$ cat src/design/byte_frame_deframer_macros.svh
// Assertion macros for the byte frame deframer.
// Used by the top level only; expects clk and rst_n in scope.
`ifndef BYTE_FRAME_DEFRAMER_MACROS_SVH
`define BYTE_FRAME_DEFRAMER_MACROS_SVH

// Same-cycle implication, disabled during reset
`define BFD_ASSERT_NOW(label, ante, cons, msg) \
  label: assert property (@(posedge clk) disable iff (!rst_n) (ante) |-> (cons)) \
    else $error(msg);

// Next-cycle implication, disabled during reset
`define BFD_ASSERT_NEXT(label, ante, cons, msg) \
  label: assert property (@(posedge clk) disable iff (!rst_n) (ante) |=> (cons)) \
    else $error(msg);

`endif

$ cat src/design/bfd_pkg.sv
// Shared types and constants of the byte frame deframer.
// No dependencies; used by bfd_ctrl, bfd_dpath and the top level.
package bfd_pkg;

  localparam int unsigned BYTE_W    = 8;
  localparam int unsigned CFG_IDX_W = 2;
  localparam int unsigned HDR_BYTES = 3;
  localparam int unsigned LEN_MIN   = 3;

  localparam logic [CFG_IDX_W-1:0] REG_START_SYMBOL = 2'd0;
  localparam logic [CFG_IDX_W-1:0] REG_TAIL_SYMBOL  = 2'd1;

  localparam logic [BYTE_W-1:0] START_SYMBOL_RST = 8'd126;
  localparam logic [BYTE_W-1:0] TAIL_SYMBOL_RST  = 8'd127;

  typedef enum logic [2:0] {
    RD_NONE,
    RD_HEAD,
    RD_LEN_LO,
    RD_LEN_HI,
    RD_TAIL,
    RD_EMIT
  } rd_sel_t;

  typedef enum logic [1:0] {
    DROP_NONE,
    DROP_ONE,
    DROP_FRAME
  } drop_t;

  typedef struct packed {
    logic    wr_in;
    rd_sel_t rd_sel;
    drop_t   drop;
    logic    load_lo;
    logic    load_len;
    logic    clr_idx;
    logic    inc_idx;
    logic    ld_out;
  } cmd_t;

  typedef struct packed {
    logic fill_zero;
    logic fill_lt_hdr;
    logic byte_is_start;
    logic byte_is_tail;
    logic len_bad;
    logic len_short;
    logic idx_is_len;
    logic out_free;
  } status_t;

endpackage

$ cat src/design/bfd_ctrl.sv
// Controller state machine of the byte frame deframer.
// Depends on bfd_pkg; drives commands into bfd_dpath, reads its status.
module bfd_ctrl (
  input  logic             clk,
  input  logic             rst_n,
  input  logic             in_valid,
  output logic             in_stall,
  input  bfd_pkg::status_t sts,
  output bfd_pkg::cmd_t    cmd
);

  typedef enum logic [2:0] {
    S_IDLE,
    S_RD0,
    S_CHK0,
    S_CHK1,
    S_CHK2,
    S_CHKT,
    S_EMIT_RD,
    S_EMIT_LD
  } state_t;

  state_t state_r, state_nxt;

  assign in_stall = (state_r != S_IDLE);

  always_comb begin
    state_nxt    = state_r;
    cmd.wr_in    = 1'b0;
    cmd.rd_sel   = bfd_pkg::RD_NONE;
    cmd.drop     = bfd_pkg::DROP_NONE;
    cmd.load_lo  = 1'b0;
    cmd.load_len = 1'b0;
    cmd.clr_idx  = 1'b0;
    cmd.inc_idx  = 1'b0;
    cmd.ld_out   = 1'b0;
    case (state_r)
      S_IDLE: begin
        if (in_valid) begin
          cmd.wr_in = 1'b1;
          state_nxt = S_RD0;
        end
      end
      S_RD0: begin
        if (sts.fill_zero) begin
          state_nxt = S_IDLE;
        end else begin
          cmd.rd_sel = bfd_pkg::RD_HEAD;
          state_nxt  = S_CHK0;
        end
      end
      S_CHK0: begin
        if (!sts.byte_is_start) begin
          cmd.drop  = bfd_pkg::DROP_ONE;
          state_nxt = S_RD0;
        end else if (sts.fill_lt_hdr) begin
          state_nxt = S_IDLE;
        end else begin
          cmd.rd_sel = bfd_pkg::RD_LEN_LO;
          state_nxt  = S_CHK1;
        end
      end
      S_CHK1: begin
        cmd.load_lo = 1'b1;
        cmd.rd_sel  = bfd_pkg::RD_LEN_HI;
        state_nxt   = S_CHK2;
      end
      S_CHK2: begin
        if (sts.len_bad) begin
          cmd.drop  = bfd_pkg::DROP_ONE;
          state_nxt = S_RD0;
        end else if (sts.len_short) begin
          state_nxt = S_IDLE;
        end else begin
          cmd.load_len = 1'b1;
          cmd.rd_sel   = bfd_pkg::RD_TAIL;
          state_nxt    = S_CHKT;
        end
      end
      S_CHKT: begin
        if (!sts.byte_is_tail) begin
          cmd.drop  = bfd_pkg::DROP_ONE;
          state_nxt = S_RD0;
        end else begin
          cmd.clr_idx = 1'b1;
          state_nxt   = S_EMIT_RD;
        end
      end
      S_EMIT_RD: begin
        cmd.rd_sel = bfd_pkg::RD_EMIT;
        state_nxt  = S_EMIT_LD;
      end
      S_EMIT_LD: begin
        if (sts.out_free) begin
          cmd.ld_out = 1'b1;
          if (sts.idx_is_len) begin
            cmd.drop  = bfd_pkg::DROP_FRAME;
            state_nxt = S_RD0;
          end else begin
            cmd.inc_idx = 1'b1;
            state_nxt   = S_EMIT_RD;
          end
        end
      end
      default: begin
        state_nxt = S_IDLE;
      end
    endcase
  end

  always_ff @(posedge clk) begin
    if (!rst_n) begin
      state_r <= S_IDLE;
    end else begin
      state_r <= state_nxt;
    end
  end

endmodule

$ cat src/design/bfd_dpath.sv
// Datapath of the byte frame deframer: byte store, head and fill tracking,
// length and symbol checks, output register. Depends on bfd_pkg.
module bfd_dpath #(
  parameter int unsigned DEPTH = 64
) (
  input  logic                                clk,
  input  logic                                rst_n,
  input  logic [bfd_pkg::BYTE_W-1:0]          in_data_byte,
  input  logic                                cfg_we,
  input  logic [bfd_pkg::CFG_IDX_W-1:0]       cfg_index,
  input  logic [bfd_pkg::BYTE_W-1:0]          cfg_wdata,
  input  bfd_pkg::cmd_t                       cmd,
  output bfd_pkg::status_t                    sts,
  output logic                                out_valid,
  input  logic                                out_stall,
  output logic [bfd_pkg::BYTE_W-1:0]          out_byte,
  output logic                                out_first_flag,
  output logic                                out_last_flag
);

  localparam int unsigned AW = $clog2(DEPTH);
  localparam int unsigned CW = $clog2(DEPTH + 1);
  localparam int unsigned LW = ((CW > 16) ? CW : 16) + 1;

  logic [bfd_pkg::BYTE_W-1:0] mem [DEPTH];
  logic [bfd_pkg::BYTE_W-1:0] rdata_r;
  logic [bfd_pkg::BYTE_W-1:0] lo_r;
  logic [bfd_pkg::BYTE_W-1:0] start_r, tail_r;
  logic [bfd_pkg::BYTE_W-1:0] out_byte_r;
  logic                       out_first_r, out_last_r, out_valid_r;
  logic [AW-1:0]              head_r, head_nxt;
  logic [CW-1:0]              fill_r, fill_nxt;
  logic [AW-1:0]              len_r;
  logic [AW-1:0]              idx_r;
  logic [AW-1:0]              rd_pos;
  logic [AW-1:0]              rd_addr;
  logic [AW-1:0]              wr_addr;
  logic                       rd_en;
  logic [15:0]                len16;
  logic [LW-1:0]              len_ext;
  logic [CW-1:0]              frame_bytes;

  function automatic logic [AW-1:0] wrap_add(input logic [AW-1:0] base,
                                             input logic [AW:0]   off);
    logic [AW+1:0] s;
    s = (AW+2)'(base) + (AW+2)'(off);
    if (s >= (AW+2)'(DEPTH)) begin
      s = s - (AW+2)'(DEPTH);
    end
    return s[AW-1:0];
  endfunction

  assign len16       = {rdata_r, lo_r};
  assign len_ext     = LW'(len16);
  assign frame_bytes = CW'(len_r) + CW'(1);

  always_comb begin
    case (cmd.rd_sel)
      bfd_pkg::RD_HEAD:   rd_pos = '0;
      bfd_pkg::RD_LEN_LO: rd_pos = AW'(1);
      bfd_pkg::RD_LEN_HI: rd_pos = AW'(2);
      bfd_pkg::RD_TAIL:   rd_pos = len16[AW-1:0];
      bfd_pkg::RD_EMIT:   rd_pos = idx_r;
      default:            rd_pos = '0;
    endcase
  end

  assign rd_en   = (cmd.rd_sel != bfd_pkg::RD_NONE);
  assign rd_addr = wrap_add(head_r, {1'b0, rd_pos});
  assign wr_addr = wrap_add(head_r, (AW+1)'(fill_r));

  always_ff @(posedge clk) begin
    if (cmd.wr_in) begin
      mem[wr_addr] <= in_data_byte;
    end
    if (rd_en) begin
      rdata_r <= mem[rd_addr];
    end
  end

  always_comb begin
    head_nxt = head_r;
    fill_nxt = fill_r;
    if (cmd.wr_in) begin
      if (fill_r == CW'(DEPTH)) begin
        head_nxt = wrap_add(head_r, (AW+1)'(1));
      end else begin
        fill_nxt = fill_r + CW'(1);
      end
    end else begin
      case (cmd.drop)
        bfd_pkg::DROP_ONE: begin
          head_nxt = wrap_add(head_r, (AW+1)'(1));
          fill_nxt = fill_r - CW'(1);
        end
        bfd_pkg::DROP_FRAME: begin
          head_nxt = wrap_add(head_r, (AW+1)'(frame_bytes));
          fill_nxt = fill_r - frame_bytes;
        end
        default: begin
          head_nxt = head_r;
          fill_nxt = fill_r;
        end
      endcase
    end
  end

  always_ff @(posedge clk) begin
    if (!rst_n) begin
      head_r      <= '0;
      fill_r      <= '0;
      out_valid_r <= 1'b0;
      start_r     <= bfd_pkg::START_SYMBOL_RST;
      tail_r      <= bfd_pkg::TAIL_SYMBOL_RST;
    end else begin
      head_r <= head_nxt;
      fill_r <= fill_nxt;
      if (cmd.ld_out) begin
        out_valid_r <= 1'b1;
      end else if (!out_stall) begin
        out_valid_r <= 1'b0;
      end
      if (cfg_we) begin
        if (cfg_index == bfd_pkg::REG_START_SYMBOL) begin
          start_r <= cfg_wdata;
        end else if (cfg_index == bfd_pkg::REG_TAIL_SYMBOL) begin
          tail_r <= cfg_wdata;
        end
      end
    end
  end

  always_ff @(posedge clk) begin
    if (cmd.load_lo) begin
      lo_r <= rdata_r;
    end
    if (cmd.load_len) begin
      len_r <= len16[AW-1:0];
    end
    if (cmd.clr_idx) begin
      idx_r <= '0;
    end else if (cmd.inc_idx) begin
      idx_r <= idx_r + AW'(1);
    end
    if (cmd.ld_out) begin
      out_byte_r  <= rdata_r;
      out_first_r <= (idx_r == '0);
      out_last_r  <= (idx_r == len_r);
    end
  end

  assign sts.fill_zero     = (fill_r == '0);
  assign sts.fill_lt_hdr   = (fill_r < CW'(bfd_pkg::HDR_BYTES));
  assign sts.byte_is_start = (rdata_r == start_r);
  assign sts.byte_is_tail  = (rdata_r == tail_r);
  assign sts.len_bad       = (len_ext < LW'(bfd_pkg::LEN_MIN)) || (len_ext >= LW'(DEPTH));
  assign sts.len_short     = (LW'(fill_r) <= len_ext);
  assign sts.idx_is_len    = (idx_r == len_r);
  assign sts.out_free      = !out_valid_r || !out_stall;

  assign out_valid      = out_valid_r;
  assign out_byte       = out_byte_r;
  assign out_first_flag = out_first_r;
  assign out_last_flag  = out_last_r;

endmodule

$ cat src/design/byte_frame_deframer.sv
// Byte frame deframer top level. A byte is taken only while the scanner is idle.
// A byte that opens no frame is accepted, read as the head, checked and dropped.
// A full header check reads the head, both length bytes and the tail; emission reads and
// then loads each frame byte, as the byte store has a single registered read port.
// A tail or length failure drops one byte and rescans from the next byte.
// Reset (rst_n low, synchronous) empties the store and restores symbols 126/127.
module byte_frame_deframer #(
  parameter int unsigned BUFFER_DEPTH = 64
) (
  input  logic                          clk,
  input  logic                          rst_n,
  input  logic                          in_valid,
  output logic                          in_stall,
  input  logic [bfd_pkg::BYTE_W-1:0]    in_data_byte,
  output logic                          out_valid,
  input  logic                          out_stall,
  output logic [bfd_pkg::BYTE_W-1:0]    out_byte,
  output logic                          out_first_flag,
  output logic                          out_last_flag,
  input  logic                          cfg_we,
  input  logic [bfd_pkg::CFG_IDX_W-1:0] cfg_index,
  input  logic [bfd_pkg::BYTE_W-1:0]    cfg_wdata
);

  `include "byte_frame_deframer_macros.svh"

  bfd_pkg::cmd_t    cmd;
  bfd_pkg::status_t sts;

  bfd_ctrl u_ctrl (
    .clk      (clk),
    .rst_n    (rst_n),
    .in_valid (in_valid),
    .in_stall (in_stall),
    .sts      (sts),
    .cmd      (cmd)
  );

  bfd_dpath #(
    .DEPTH (BUFFER_DEPTH)
  ) u_dpath (
    .clk            (clk),
    .rst_n          (rst_n),
    .in_data_byte   (in_data_byte),
    .cfg_we         (cfg_we),
    .cfg_index      (cfg_index),
    .cfg_wdata      (cfg_wdata),
    .cmd            (cmd),
    .sts            (sts),
    .out_valid      (out_valid),
    .out_stall      (out_stall),
    .out_byte       (out_byte),
    .out_first_flag (out_first_flag),
    .out_last_flag  (out_last_flag)
  );

  `BFD_ASSERT_NEXT(a_scan_after_accept, in_valid && !in_stall, in_stall, "no scan after accept")
  `BFD_ASSERT_NOW(a_first_last_excl, out_valid, !(out_first_flag && out_last_flag), "first and last together")
  `BFD_ASSERT_NOW(a_emit_while_busy, $rose(out_valid), in_stall, "word emitted while idle")

endmodule

$ cat config.mk
export PLATFORM = sky130hd
export DESIGN_NAME = byte_frame_deframer
export DESIGN_NICKNAME = d
export VERILOG_FILES = /design/src/design/bfd_pkg.sv /design/src/design/bfd_ctrl.sv /design/src/design/bfd_dpath.sv /design/src/design/byte_frame_deframer.sv
export VERILOG_INCLUDE_DIRS = /design/src /design/src/design
export SDC_FILE = /design/constraint.sdc
export NUM_CORES = 1
export LEC_CHECK = 0
export CAP_MARGIN = 25
export CORE_UTILIZATION = 63
export CTS_CLUSTER_SIZE = 10
export DETAILED_ROUTE_END_ITERATION = 8
export DONT_BUFFER_PORTS = 1
export PLACE_DENSITY = 0.78
export REMOVE_ABC_BUFFERS = 1
export SLEW_MARGIN = 25
export SYNTH_ARGS = -nofsm -noshare
export SYNTH_HDL_FRONTEND = slang
export SYNTH_SLANG_ARGS = --single-unit
$ cat constraint.sdc
create_clock -name clk -period 5.5 [get_ports clk]
set_input_delay 0.275 -clock clk [delete_from_list [all_inputs] [get_ports clk]]
set_output_delay 0.275 -clock clk [all_outputs]
set_load 0.05 [all_outputs]
After elaboration in Yosys (flattened, before gate mapping)
Memory sizes are Yosys's and may differ from the RTL's. A register that Yosys moved wholly into a read port is not among the register bits.
Cells that the tools add are included.
{"block": "word_totals", "register_bits": 63, "ramBits": 512, "out_inout_bits": 12, "wordCells": 122, "memories": 1}
{"name": "u_dpath.mem", "depth": 64, "width": 8, "read_ports": 1, "rd_ports_with_merged_regs": 1, "write_ports": 1, "line": "bfd_dpath.sv:25", "rtl": "logic [bfd_pkg::BYTE_W-1:0] mem [DEPTH];"}
{"block": "classes", "addsub": 13, "n_lt_le_gt_ge": 8, "n_eq_ne": 23, "n_mux": 48, "bitwise": 1, "reduce_logical": 16}
{"operator": "2-to-1 mux 6 bit", "n": 6}
{"operator": "2-to-1 mux 3 bit", "n": 9}
{"operator": "case mux 3 bit (8 select lines)", "n": 1}
{"operator": "case mux 6 bit (4 select lines)", "n": 1}
{"operator": "subtractor 6 x 1 -> 6 bit, second input constant", "n": 4}
{"operator": "== test 3 bit, second input constant", "n": 6}
{"operator": "2-to-1 mux 1 bit", "n": 17}
{"operator": "adder 6 x 7 -> 8 bit", "n": 2}
{"operator": "== test 8 bit", "n": 2}
{"operator": "greater-or-equal comparator 16 x 7 -> 1 bit, second input constant", "n": 1}
{"operator": "greater-or-equal comparator 8 x 7 -> 1 bit, second input constant", "n": 2}
{"operator": "<= comparator 7 x 16 -> 1 bit", "n": 1}
{"operator": "less-than comparator 16 x 2 -> 1 bit, second input constant", "n": 1}
{"operator": "2-to-1 mux 2 bit", "n": 8}
{"operator": "case mux 3 bit (5 select lines)", "n": 1}
{"operator": "adder 6 x 1 -> 7 bit, second input constant", "n": 2}
{"operator": "greater-or-equal comparator 7 bit, second input constant", "n": 2}
{"operator": "2-to-1 mux 7 bit", "n": 2}
{"operator": "case mux 7 bit (2 select lines)", "n": 1}
{"operator": "== test 3 x 2 -> 1 bit, second input constant", "n": 4}
{"operator": "case mux 6 bit (2 select lines)", "n": 1}
{"operator": "nonzero test 3 bit", "n": 3}
{"operator": "case mux 2 bit (4 select lines)", "n": 1}
{"operator": "AND reduction 2 bit", "n": 4}
{"operator": "other kinds (21)", "n": 27}

Depth between registers and ports, before layout
Gate-level depths: netlist of the first run.
{"block": "logic_depth", "depth_word": 9, "depth_mapped": 19}

Hierarchy
From an unflattened synthesis of the first run, not the netlist that was laid out.
{"block": "hier_totals", "cells_unflattened": 1309, "hier_area_um2": 24360.9}
{"mod": "bfd_dpath", "n_inst": 1, "cells_each": 1256, "area_per_inst_um2": 23965.5, "seq_area_each_um2": 17056.4}
{"mod": "bfd_ctrl", "n_inst": 1, "cells_each": 53, "area_per_inst_um2": 395.4, "seq_area_each_um2": 60.1}

Worst setup path after synthesis of the first run
Ideal clock, no wire load.
{"block": "synth_timing", "kind": "register to register", "start": "register u_dpath.lo_r[6] (netlist bit)", "end": "register u_dpath.rdata_r[0] (netlist bit) (read register of u_dpath.mem) (data pin)", "arrival_ns": 4.165, "required_time_ns": 5.212, "slack_ns": 1.046, "path_stages_with_launch": 17, "synth_period_minus_slack_ns": 4.454, "path_cell_list": "edfxtp_1 inv_1 ha_1 a211o_1 a21oi_1 a211oi_2 nor3b_2 a222oi_1 inv_1 ha_1 fa_1 clkbuf_1 clkbuf_1 mux4_2 mux4_2 mux2i_1 mux2i_1"}
{"block": "synth_via", "elab_chain_len": 9, "elab_cells_between_ends": 17, "classes_between": "add/sub: 2; order compare: 4; eq/ne: 4; mux: 5; reduce/logical: 2"}
{"item": "start, declared", "line": "bfd_dpath.sv:27", "rtl": "logic [bfd_pkg::BYTE_W-1:0] lo_r;"}
{"item": "start signal, assigned", "line": "bfd_dpath.sv:135", "rtl": "lo_r <= rdata_r;"}
{"item": "<= comparator 7 x 16 -> 1 bit, or another cell as far along", "line": "bfd_dpath.sv:157", "rtl": "assign sts.len_short = (LW'(fill_r) <= len_ext);"}
{"item": "2-to-1 mux 3 bit or logical OR 1 bit (tied branches)", "line": "bfd_ctrl.sv:72, bfd_dpath.sv:156"}
{"item": "2-to-1 mux 3 bit (*)", "line": "bfd_ctrl.sv:69", "rtl": "if (sts.len_bad) begin"}
{"item": "case mux 3 bit (5 select lines) (*)", "line": "bfd_ctrl.sv:37", "rtl": "case (state_r)"}
{"item": "== test 3 bit or == test 3 x 2 -> 1 bit (tied branches)", "line": "bfd_dpath.sv:58", "rtl": "case (cmd.rd_sel)"}
{"item": "case mux 6 bit (4 select lines)", "line": "bfd_dpath.sv:58"}
{"item": "adder 6 x 6 -> 7 bit", "line": "bfd_dpath.sv:46", "rtl": "s = (AW+2)'(base) + (AW+2)'(off);"}
{"item": "subtractor 6 x 1 -> 6 bit or greater-or-equal comparator 7 bit (tied branches)", "line": "bfd_dpath.sv:48, bfd_dpath.sv:47"}
{"item": "2-to-1 mux 6 bit", "line": "bfd_dpath.sv:47", "rtl": "if (s >= (AW+2)'(DEPTH)) begin"}
{"item": "end, declared", "line": "bfd_dpath.sv:26", "rtl": "logic [bfd_pkg::BYTE_W-1:0] rdata_r;"}
Mark *: on every way between the ends. The rest lies on a longest branch, timed or not.
A chain may end at the register's enable or synchronous reset.

Final worst setup path of the first run
{"block": "layout_timing", "start": "register u_dpath.lo_r[2] (netlist bit)", "end": "register u_dpath.rdata_r[1] (netlist bit) (read register of u_dpath.mem) (data pin)"}
{"block": "layout_via", "elab_chain_len": 9, "elab_cells_between_ends": 17, "classes_between": "add/sub: 2; order compare: 4; eq/ne: 4; mux: 5; reduce/logical: 2"}
{"item": "<= comparator 7 x 16 -> 1 bit, or another cell as far along", "line": "bfd_dpath.sv:157"}
{"item": "2-to-1 mux 3 bit or logical OR 1 bit (tied branches)", "line": "bfd_ctrl.sv:72, bfd_dpath.sv:156"}
{"item": "2-to-1 mux 3 bit", "line": "bfd_ctrl.sv:69"}
{"item": "case mux 3 bit (5 select lines)", "line": "bfd_ctrl.sv:37"}
{"item": "== test 3 bit or == test 3 x 2 -> 1 bit (tied branches)", "line": "bfd_dpath.sv:58"}
{"item": "case mux 6 bit (4 select lines)", "line": "bfd_dpath.sv:58"}
{"item": "adder 6 x 6 -> 7 bit", "line": "bfd_dpath.sv:46"}
{"item": "subtractor 6 x 1 -> 6 bit or greater-or-equal comparator 7 bit (tied branches)", "line": "bfd_dpath.sv:48, bfd_dpath.sv:47"}
{"item": "2-to-1 mux 6 bit", "line": "bfd_dpath.sv:47"}
Parallel ways exist; a longest one is shown, timed or not.

==> flow_summary.yaml, run 1 <==
run_status:
  run_status: "completed"
cells_and_area:
  fill_cells: 2128
  layout-drive-gt1-share_pct: 21.3
  nets: 1414
  regArea_sq_um: 17100
  multiInputGateArea_sq_um: 6800
  area_growth_pct: 12.7
  final_cells: 1889
clocking:
  clock_latency_ps: 590
  cts_buffers: 68
  postCtsSetupBuffers: 0
  clock-root-buffer: "clkbuf_16"
  hold_buffers: 27
  ctsLongestPathBuffers: 3
  cts_tree: "built"
  clk_pin_slew_ps: 60
  clock_sinks: 583
  cts_max_level: 3
  cts_resized: 0
grt:
  antenna_found_initial: 2
  grt_usage_pct: 29.9
  overflow: 0
  grt_pass1_vias: 12800
  grt_max_degree: 65
  grt_pass1_wl_um: 82600
pwr:
  internal_power_w: 0.00847
  power_switching_w: 0.00306
  p_sw_share_pct: 26.6
  p_clk_share_pct: 34.6
  seqPwrFrac_pct: 45.3
  vdd_drop_max_mv: 0.242
  p_comb_share_pct: 20.0
  cellPowerDensity_nw_per_um2: 423
  leakage_nw: 8.68
floorplanning:
  die-area_sq_um: 39200
  boundaryPins: 35
  floorplan.initialDensity_pct: 64.1
  core-area_sq_um: 37800
  die_y_um: 198
  rows: 71
  die_w_um: 198
worst_setup_path:
  worst-path-buf-inv: 4
  path_cells: "inv_1, ha_1, nand3_1, o21bai_1, a211oi_2, nor3b_2, a222oi_1, inv_1, ha_4, fa_4, buf_12, buf_12, mux4_2, mux4_2, mux2i_1, mux2i_1"
  critical-path-max-stage-delay_ps: 750
  timing.critical_path.arrival_ps: 5450
  path_class: "reg -> reg"
  crit_family: "adder cells"
  cp_max_fo: 25
  critPathLaunchType: "flip-flop"
  critPathSlowestCell: "fa_4"
  endpoint_kind: "flip-flop"
  cp.required_ps: 5830
timing:
  rsz0062_at_grt: "false"
  relSlewSlack_pct: 29.2
  fmax_mhz: 195
  drv_slew: 0
  skew_ps: 19.6
  tightest_slew_ps: 1060
  hold_viol_final: 0
  fin_crit_ps: 5130
  worst_slack_ps: 374
  fin_tns_setup_ps: 0
  period_share_pct: 93.2
  finalSetupViolCount: 0
drt:
  ant_nets: 0
  drt_iter0_drc: 1408
  route.detailed.drc: 0
  vias_per_cell: 6.77
  firstDrtPassIters: 5
  post_drt_wl_per_cell_um: 29.7
  routed_wl_um: 56000
  vias: 12800
worst_hold_path:
  hold_path.class: "in -> reg"
synth:
  yosysWarnings: 0
  synth_edf_count: 544
  yosysSeqAreaShare_pct: 70.8
  synth_ff_type: "edfxtp_1"
  mappedNetlistArea_sq_um: 24200
  syn_avg_cell_area_sq_um: 18.8
  synthCells: 1284
  async_flop_share_pct: 0
  synth.distinct_cells: 68
  ys_ff_latch: 583
placed_design:
  gp_congestion: 0.884
  place_ws_ps: 445
  numPortBuffers: 0
  post-dp-hpwl_um: 32600
  dp_cells: 1767
run:
  maxCapViolCount: 0
## final timing paths
path                                    startpoint            endpoint  slack, ps  cells after the start
worst max-delay path               u_dpath.lo_r[2]  u_dpath.rdata_r[1]        370                     16
worst min-delay path                  cfg_index[0]  u_dpath.start_r[2]         60                      3
worst max register to register     u_dpath.lo_r[2]  u_dpath.rdata_r[1]        370                     16
worst min register to register  u_dpath.start_r[2]  u_dpath.start_r[2]        480                      2
## stage by stage
stage	cell area, sq um	utilization [%]	power [W]	hold slack [ps]
5_1_grt	27300	72.2	0.0119	63.6
6_report	27300	72.2	0.0115	57.9
3_3_place_gp	24900	66.0	0.00743	365
3_5_place_dp	24900	66.0	0.00748	367
2_1_floorplan	24000	-	0.00697	347
4_1_cts	27200	72.1	0.0116	37.4
## final cells by class
class	count	share of cell area [%]
Inverter	23	0.317
Sequential cell	583	62.8
Antenna cell	1	0.00918
Tap cell	511	2.35
Timing Repair Buffer	49	2.61
Multi-Input combinational cell	629	24.9
Clock buffer	88	6.79
Clock inverter	5	0.184
## logic make-up after synthesis
logic type      share of synthesized area, %
fa+ha+maj                               2.04
compound gates                          2.25
mux                                     16.5
xor+xnor                                2.02
flops                                   70.8
buf+inv                                 1.30
simple gates                            5.16
## power by group through the flow
stage | logic, W | registers, W | clock network (W)
after floorplan | 0.00174 | 0.00523 | 0
after global routing | 0.00244 | 0.00524 | 0.00419
after global placement | 0.00213 | 0.00530 | 0
final | 0.00231 | 0.00523 | 0.00399
after detailed placement | 0.00217 | 0.00531 | 0
after CTS | 0.00230 | 0.00523 | 0.00402
## sequential cells by signal, indices dropped and copies added, names as in the netlist, 3 cells and up
signal	flops
u_dpath.len_r	6
u_dpath.mem	512
u_dpath.rdata_r	8
u_dpath.tail_r	8
u_dpath.lo_r	8
u_dpath.head_r	6
u_dpath.fill_r	7
u_dpath.out_byte	8
u_dpath.idx_r	6
u_ctrl.state_r	3
u_dpath.start_r	8
## worst reg2reg max path, delay by kind of cell, from the launching register on
family | cells | cell delay, ps
adders and majority gates | 3 | 1170
muxes | 4 | 1160
and+or+nand+nor | 2 | 800
AOI/OAI and AO/OA | 3 | 690
buffers and inverters | 4 | 660
DFF | 1 | 390
## cell usage after synthesis (all sizes together), types with 2 or more instances
cell	instances	area [sq um]
nand2b	2	12.5
nand3b	3	22.5
and3	3	20.0
a31oi	3	18.8
or4	2	15.0
mux2i	35	350
a21oi	22	110
ha	33	413
or2	4	25.0
or3	2	12.5
a22o	4	35.0
a21o	7	53.8
nor2	93	349
inv	23	86.3
edfxtp	544	16300
and2	6	37.5
xnor2	41	367
nand3	26	130
buf	24	128
o21bai	5	37.5
nor2b	17	106
nor4	6	52.6
mux4	160	3600
o21a	2	15.0
nor3b	5	47.5
o21ai	8	40.0
dfxtp	39	781
nand2	69	259
nor3	13	65.1
a21boi	10	75.1
mux2	2	26.3
xor2	14	123
fa	4	80.1
a211oi	2	20.0
nand4	8	56.3
clkbuf	24	90.1
## cells in the final DEF, fill, tap and decap left out, types with 13 or more instances in the layout
cell type,netlist,final
nand2_1,69,69
dfxtp_1,39,39
mux2i_1,35,35
clkbuf_1,24,16
edfxtp_1,544,544
inv_1,23,23
xnor2_1,40,38
clkbuf_16,0,71
xor2_1,14,14
nor3_1,13,13
a21oi_1,22,22
mux4_2,160,160
nor2b_1,17,17
dlygate4sd3_1,0,18
ha_1,33,32
nor2_1,93,90
nand3_1,26,26
## routing by layer
metal | GRT usage, % | share of wire, %
met1 | 41.1 | 38
met2 | 49.1 | 50
met5 | 0 | 0.029
met3 | 5.02 | 8.8
met4 | 10.8 | 3.0
Note: power is estimated with default switching activity, not from simulation.
==> run 2: changes to the inputs <==
--- a/config.mk
+++ b/config.mk
@@ -7,13 +7,13 @@
 export NUM_CORES = 1
 export LEC_CHECK = 0
 export CAP_MARGIN = 25
-export CORE_UTILIZATION = 63
+export CORE_UTILIZATION = 57
 export CTS_CLUSTER_SIZE = 10
 export DETAILED_ROUTE_END_ITERATION = 8
 export DONT_BUFFER_PORTS = 1
-export PLACE_DENSITY = 0.78
+export PLACE_DENSITY = 0.74
 export REMOVE_ABC_BUFFERS = 1
-export SLEW_MARGIN = 25
+export SLEW_MARGIN = 20
 export SYNTH_ARGS = -nofsm -noshare
 export SYNTH_HDL_FRONTEND = slang
 export SYNTH_SLANG_ARGS = --single-unit
==> constraint.sdc (replaced) <==
create_clock -name clk -period 4.2 [get_ports clk]
set_input_delay 0.21 -clock clk [delete_from_list [all_inputs] [get_ports clk]]
set_output_delay 0.21 -clock clk [all_outputs]
set_load 0.05 [all_outputs]
==> flow_summary.yaml, run 2 (synthesis results as in run 1) <==
run_status:
  run_status: "finished with violations"
  violations: "negative setup slack"
timing:
  fin_crit_ps: 4720
  hold_viol_final: 0
  tightest_slew_ps: 879
  period_share_pct: 112
  worst_slack_ps: -517
  rsz0062_at_grt: "true"
  fin_tns_setup_ps: -3840
  drv_slew: 0
  skew_ps: 16.8
  holdWs_ps: 38.0
  relSlewSlack_pct: 41.2
  finalSetupViolCount: 8
  fmax_mhz: 212
floorplanning:
  die_w_um: 208
  floorplan.initialDensity_pct: 57.8
  core-area_sq_um: 41900
  die-area_sq_um: 43300
  boundaryPins: 35
  rows: 75
  die_y_um: 208
worst_setup_path:
  endpoint_kind: "flip-flop"
  r2r.worst_path.cells: 16
  critPathLaunchType: "flip-flop"
  crit_start: "u_dpath.lo_r[0]"
  timing.critical_path.arrival_ps: 5040
  r2r-start: "u_dpath.lo_r[0]"
  cp_max_fo: 7
  path_class: "reg -> reg"
  cp.required_ps: 4530
grt:
  grt_pass1_wl_um: 81900
  overflow: 0
  grt_max_degree: 65
  grt_pass1_vias: 13300
  antenna_found_initial: 0
  grt_usage_pct: 25.8
clocking:
  cts_buffers: 69
  cts_tree: "built"
  clock-root-buffer: "clkbuf_16"
  clock_latency_ps: 580
  clock_sinks: 583
  clk_pin_slew_ps: 50
  ctsLongestPathBuffers: 3
  cts_max_level: 3
worst_hold_path:
  hold_path.class: "in -> reg"
  holdPathStages: 3
  hp-start: "out_stall"
cells_and_area:
  fill_cells: 2612
  multiInputGateArea_sq_um: 6870
  area_growth_pct: 18.0
  stdcell_area_sq_um: 28500
  largest_register_ffs: 512
  layout_common_cells: "544 x edfxtp_1, 160 x mux4_2, 120 x buf_4"
  layout-drive-gt1-share_pct: 28.3
  regMostFlops: "u_dpath.mem"
  regArea_sq_um: 17100
  nets: 1549
  layout_commonest_cell: "edfxtp_1"
placed_design:
  placed_area_sq_um: 25900
  post-dp-hpwl_um: 33400
  numPortBuffers: 0
  gp_congestion: 0.828
drt:
  post_drt_wl_per_cell_um: 26.1
  route.detailed.drc: 0
  vias: 12700
  routed_wl_um: 53500
  firstDrtPassIters: 5
  drt_iter0_drc: 1308
  ant_nets: 0
  vias_per_cell: 6.21
run:
  maxCapViolCount: 0
pwr:
  total_power_w: 0.0154
  cellPowerDensity_nw_per_um2: 538
  vdd_drop_max_mv: 0.543
  leakage_nw: 9.40
## run 2: what timing repair did
action | 4_1_cts | 5_1_grt
endpoints found under the setup margin | 8 | 8
hold buffers | 37 | 0
hold endpoints to repair | 545 | 0
setup buffers | 6 | 1
gates cloned | 3 | 0
resized for setup | 14 | 10
pin swaps | 6 | 3
## run 2: per-layer routing
metal	routed length [um]	GRT usage [%]	up-vias
met4	1710	10.1	0
met3	3000	4.54	106
met5	0	0	-
met2	26800	42.1	455
met1	22000	35.0	6608
li1	-	-	5556
## run 2: area by class of cell
class                           instances  area share [%]
Multi-Input combinational cell        629            24.1
Timing Repair Buffer                  183            6.77
Sequential cell                       583            60.0
Tap cell                              539            2.36
Clock inverter                         10           0.254
Clock buffer                           82            6.22
Inverter                               23           0.303
Antenna cell                            1         0.00877
## run 2: critical path, stage by stage (launching register included)
cell and delay [ps]:
edfxtp_1 470, ha_4 310, nand2_1 60, nor4_2 250, a211oi_2 80, nor3b_4 160, a222oi_1 370, inv_1 130
ha_4 180, fa_4 880, buf_8 170, buf_12 130, mux4_2 340, mux4_2 530, mux2i_1 150, buf_4 160
mux2i_1 80
## run 2: worst paths after layout
path                        end  slack, ps
min reg2reg    u_dpath.len_r[5]        490
max reg2reg  u_dpath.rdata_r[7]       -520
min           u_ctrl.state_r[0]         40
max          u_dpath.rdata_r[7]       -520
## run 2: metrics by stage
stage	utilization [%]	setup slack, ps	cells
5_1_grt	68.2	-657	2049
3_3_place_gp	61.9	-487	1910
2_1_floorplan	-	-4090	1235
3_5_place_dp	61.9	-664	1910
4_1_cts	68.1	-537	2048
6_report	68.2	-517	2050
## run 2: power breakdown
part / internal [W] / switching (W) / total (W)
Clock: 0.00296 / 0.00216 / 0.00512
Combinational: 0.00177 / 0.00171 / 0.00347
Sequential: 0.00662 / 0.000146 / 0.00676
Total: 0.0113 / 0.00401 / 0.0154
==> run 3: changes to the inputs <==
--- a/config.mk
+++ b/config.mk
@@ -6,12 +6,12 @@
 export SDC_FILE = /design/constraint.sdc
 export NUM_CORES = 1
 export LEC_CHECK = 0
+export BUFFER_PORTS_ARGS = -buffer_cell sky130_fd_sc_hd__buf_2
 export CAP_MARGIN = 25
 export CORE_UTILIZATION = 57
 export CTS_CLUSTER_SIZE = 10
 export DETAILED_ROUTE_END_ITERATION = 8
-export DONT_BUFFER_PORTS = 1
-export PLACE_DENSITY = 0.74
+export PLACE_DENSITY = 0.76
 export REMOVE_ABC_BUFFERS = 1
 export SLEW_MARGIN = 20
 export SYNTH_ARGS = -nofsm -noshare
==> flow_summary.yaml, run 3 (synthesis results as in run 1) <==
pwr:
  total_power_w: 0.0156
  vdd_drop_max_mv: 0.533
  cellPowerDensity_nw_per_um2: 547
  leakage_nw: 9.45
timing:
  rsz0062_at_grt: "true"
  tightest_slew_ps: 909
  period_share_pct: 113
  skew_ps: 23.7
  fin_tns_setup_ps: -4040
  fmax_mhz: 211
  hold_viol_final: 0
  relSlewSlack_pct: 39.2
  worst_slack_ps: -532
  drv_slew: 0
  fin_crit_ps: 4730
  finalSetupViolCount: 8
worst_setup_path:
  cp_max_fo: 7
  r2r_slack_ps: -530
  endpoint_kind: "flip-flop"
  path_class: "reg -> reg"
  cp.required_ps: 4530
  timing.critical_path.arrival_ps: 5060
  critPathLaunchType: "flip-flop"
floorplanning:
  boundaryPins: 35
  die-area_sq_um: 43300
  die_y_um: 208
  die_w_um: 208
  rows: 75
  floorplan.initialDensity_pct: 57.8
  core-area_sq_um: 41900
clocking:
  clock-root-buffer: "clkbuf_16"
  clock_latency_ps: 590
  cts_tree: "built"
  clk_pin_slew_ps: 60
  ctsLongestPathBuffers: 3
  cts_buffers: 69
  clock_sinks: 583
  cts_max_level: 3
run:
  maxCapViolCount: 0
drt:
  ant_nets: 0
  drt_iter0_drc: 1296
  vias: 13000
  vias_per_cell: 6.34
  post_drt_wl_per_cell_um: 27.6
  route.detailed.drc: 0
  routed_wl_um: 56800
  firstDrtPassIters: 5
grt:
  grt_max_degree: 65
  grt_usage_pct: 26.8
  grt_pass1_vias: 13400
  antenna_found_initial: 0
  grt_pass1_wl_um: 84500
  overflow: 0
cells_and_area:
  diodes: 0
  layout_commonest_cell: "edfxtp_1"
  area_growth_pct: 17.7
  layout-drive-gt1-share_pct: 30.3
  regMostFlops: "u_dpath.mem"
  layout_common_cells: "544 x edfxtp_1, 160 x mux4_2, 124 x buf_4"
  stdcell_area_sq_um: 28500
  largest_register_ffs: 512
  finalCoreUtilization_pct: 68.0
  nets: 1560
  final_cells: 2054
  fill_cells: 2604
placed_design:
  numPortBuffers: 34
  gp_congestion: 0.860
  dp_cells: 1942
  post-dp-hpwl_um: 33900
  placed_area_sq_um: 26100
worst_hold_path:
  hold_path.class: "in -> reg"
run_status:
  violations: "negative setup slack"
  run_status: "finished with violations"
## run 3: cell count changes in the layout (fill, tap and decap cells not counted), sizes merged
| cell | before | now |
|---|---|---|
| inv | 29 | 26 |
| clkbuf | 82 | 81 |
| dlygate4sd3 | 28 | 10 |
| diode | 1 | 0 |
| clkinv | 4 | 5 |
| buf | 155 | 181 |
## run 3: layout make-up
type | instances | area (sq um) | area share (%)
Sequential cell | 583 | 17100 | 60.1
Multi-Input combinational cell | 629 | 6890 | 24.2
Clock buffer | 78 | 1820 | 6.41
Timing Repair Buffer | 194 | 1810 | 6.35
Tap cell | 539 | 674 | 2.37
Inverter | 23 | 86.3 | 0.303
Clock inverter | 8 | 70.1 | 0.246
## run 3: repair_timing
item	4_1_cts	5_1_grt
cloned	2	4
setup endpoints to repair	8	8
hold buffers	10	0
gates resized for setup	22	2
hold endpoints to repair	18	0
pin swaps	5	3
buffers inserted	8	2
## run 3: report_power, final
part,leakage (nW),switching (W),internal [W]
Combinational,3.31,0.00183,0.00176
Sequential,5.21,0.000133,0.00661
Clock,0.929,0.00218,0.00305
## run 3: through the flow
stage          hold slack, ps  setup slack [ps]
3_3_place_gp              453              -715
4_1_cts                  68.7              -531
2_1_floorplan             282             -4090
5_1_grt                  91.5              -639
6_report                 74.2              -532
3_5_place_dp              456              -763
## run 3: path summary, 6_finish.rpt
path	to	cells after the start	start
max	u_dpath.rdata_r[1]	17	u_dpath.lo_r[6]
min	u_dpath.start_r[6]	4	cfg_index[1]
max reg2reg	u_dpath.rdata_r[1]	17	u_dpath.lo_r[6]
min reg2reg	u_dpath.len_r[5]	0	u_dpath.lo_r[5]
## run 3: metal layers
metal | GRT usage (%) | vias to the layer above | part of all wire (%)
met1 | 36.9 | 6666 | 39
met5 | 0 | - | 0
met4 | 10.1 | 0 | 3.2
met3 | 4.54 | 133 | 8.3
met2 | 43.6 | 658 | 49
li1 | - | 5573 | -
## run 3: critical path, cell delays in order, from the launching register on
cell      delay, ps
edfxtp_1        410
inv_2            90
ha_4            200
a211o_1         270
a21oi_2         130
a211oi_2         90
nor3b_2         170
buf_4           130
buf_4           120
a221o_1         400
fa_4            900
buf_12          170
buf_12          120
buf_12          110
mux4_2          300
mux4_2          530
mux2i_1         200
mux2i_1         110
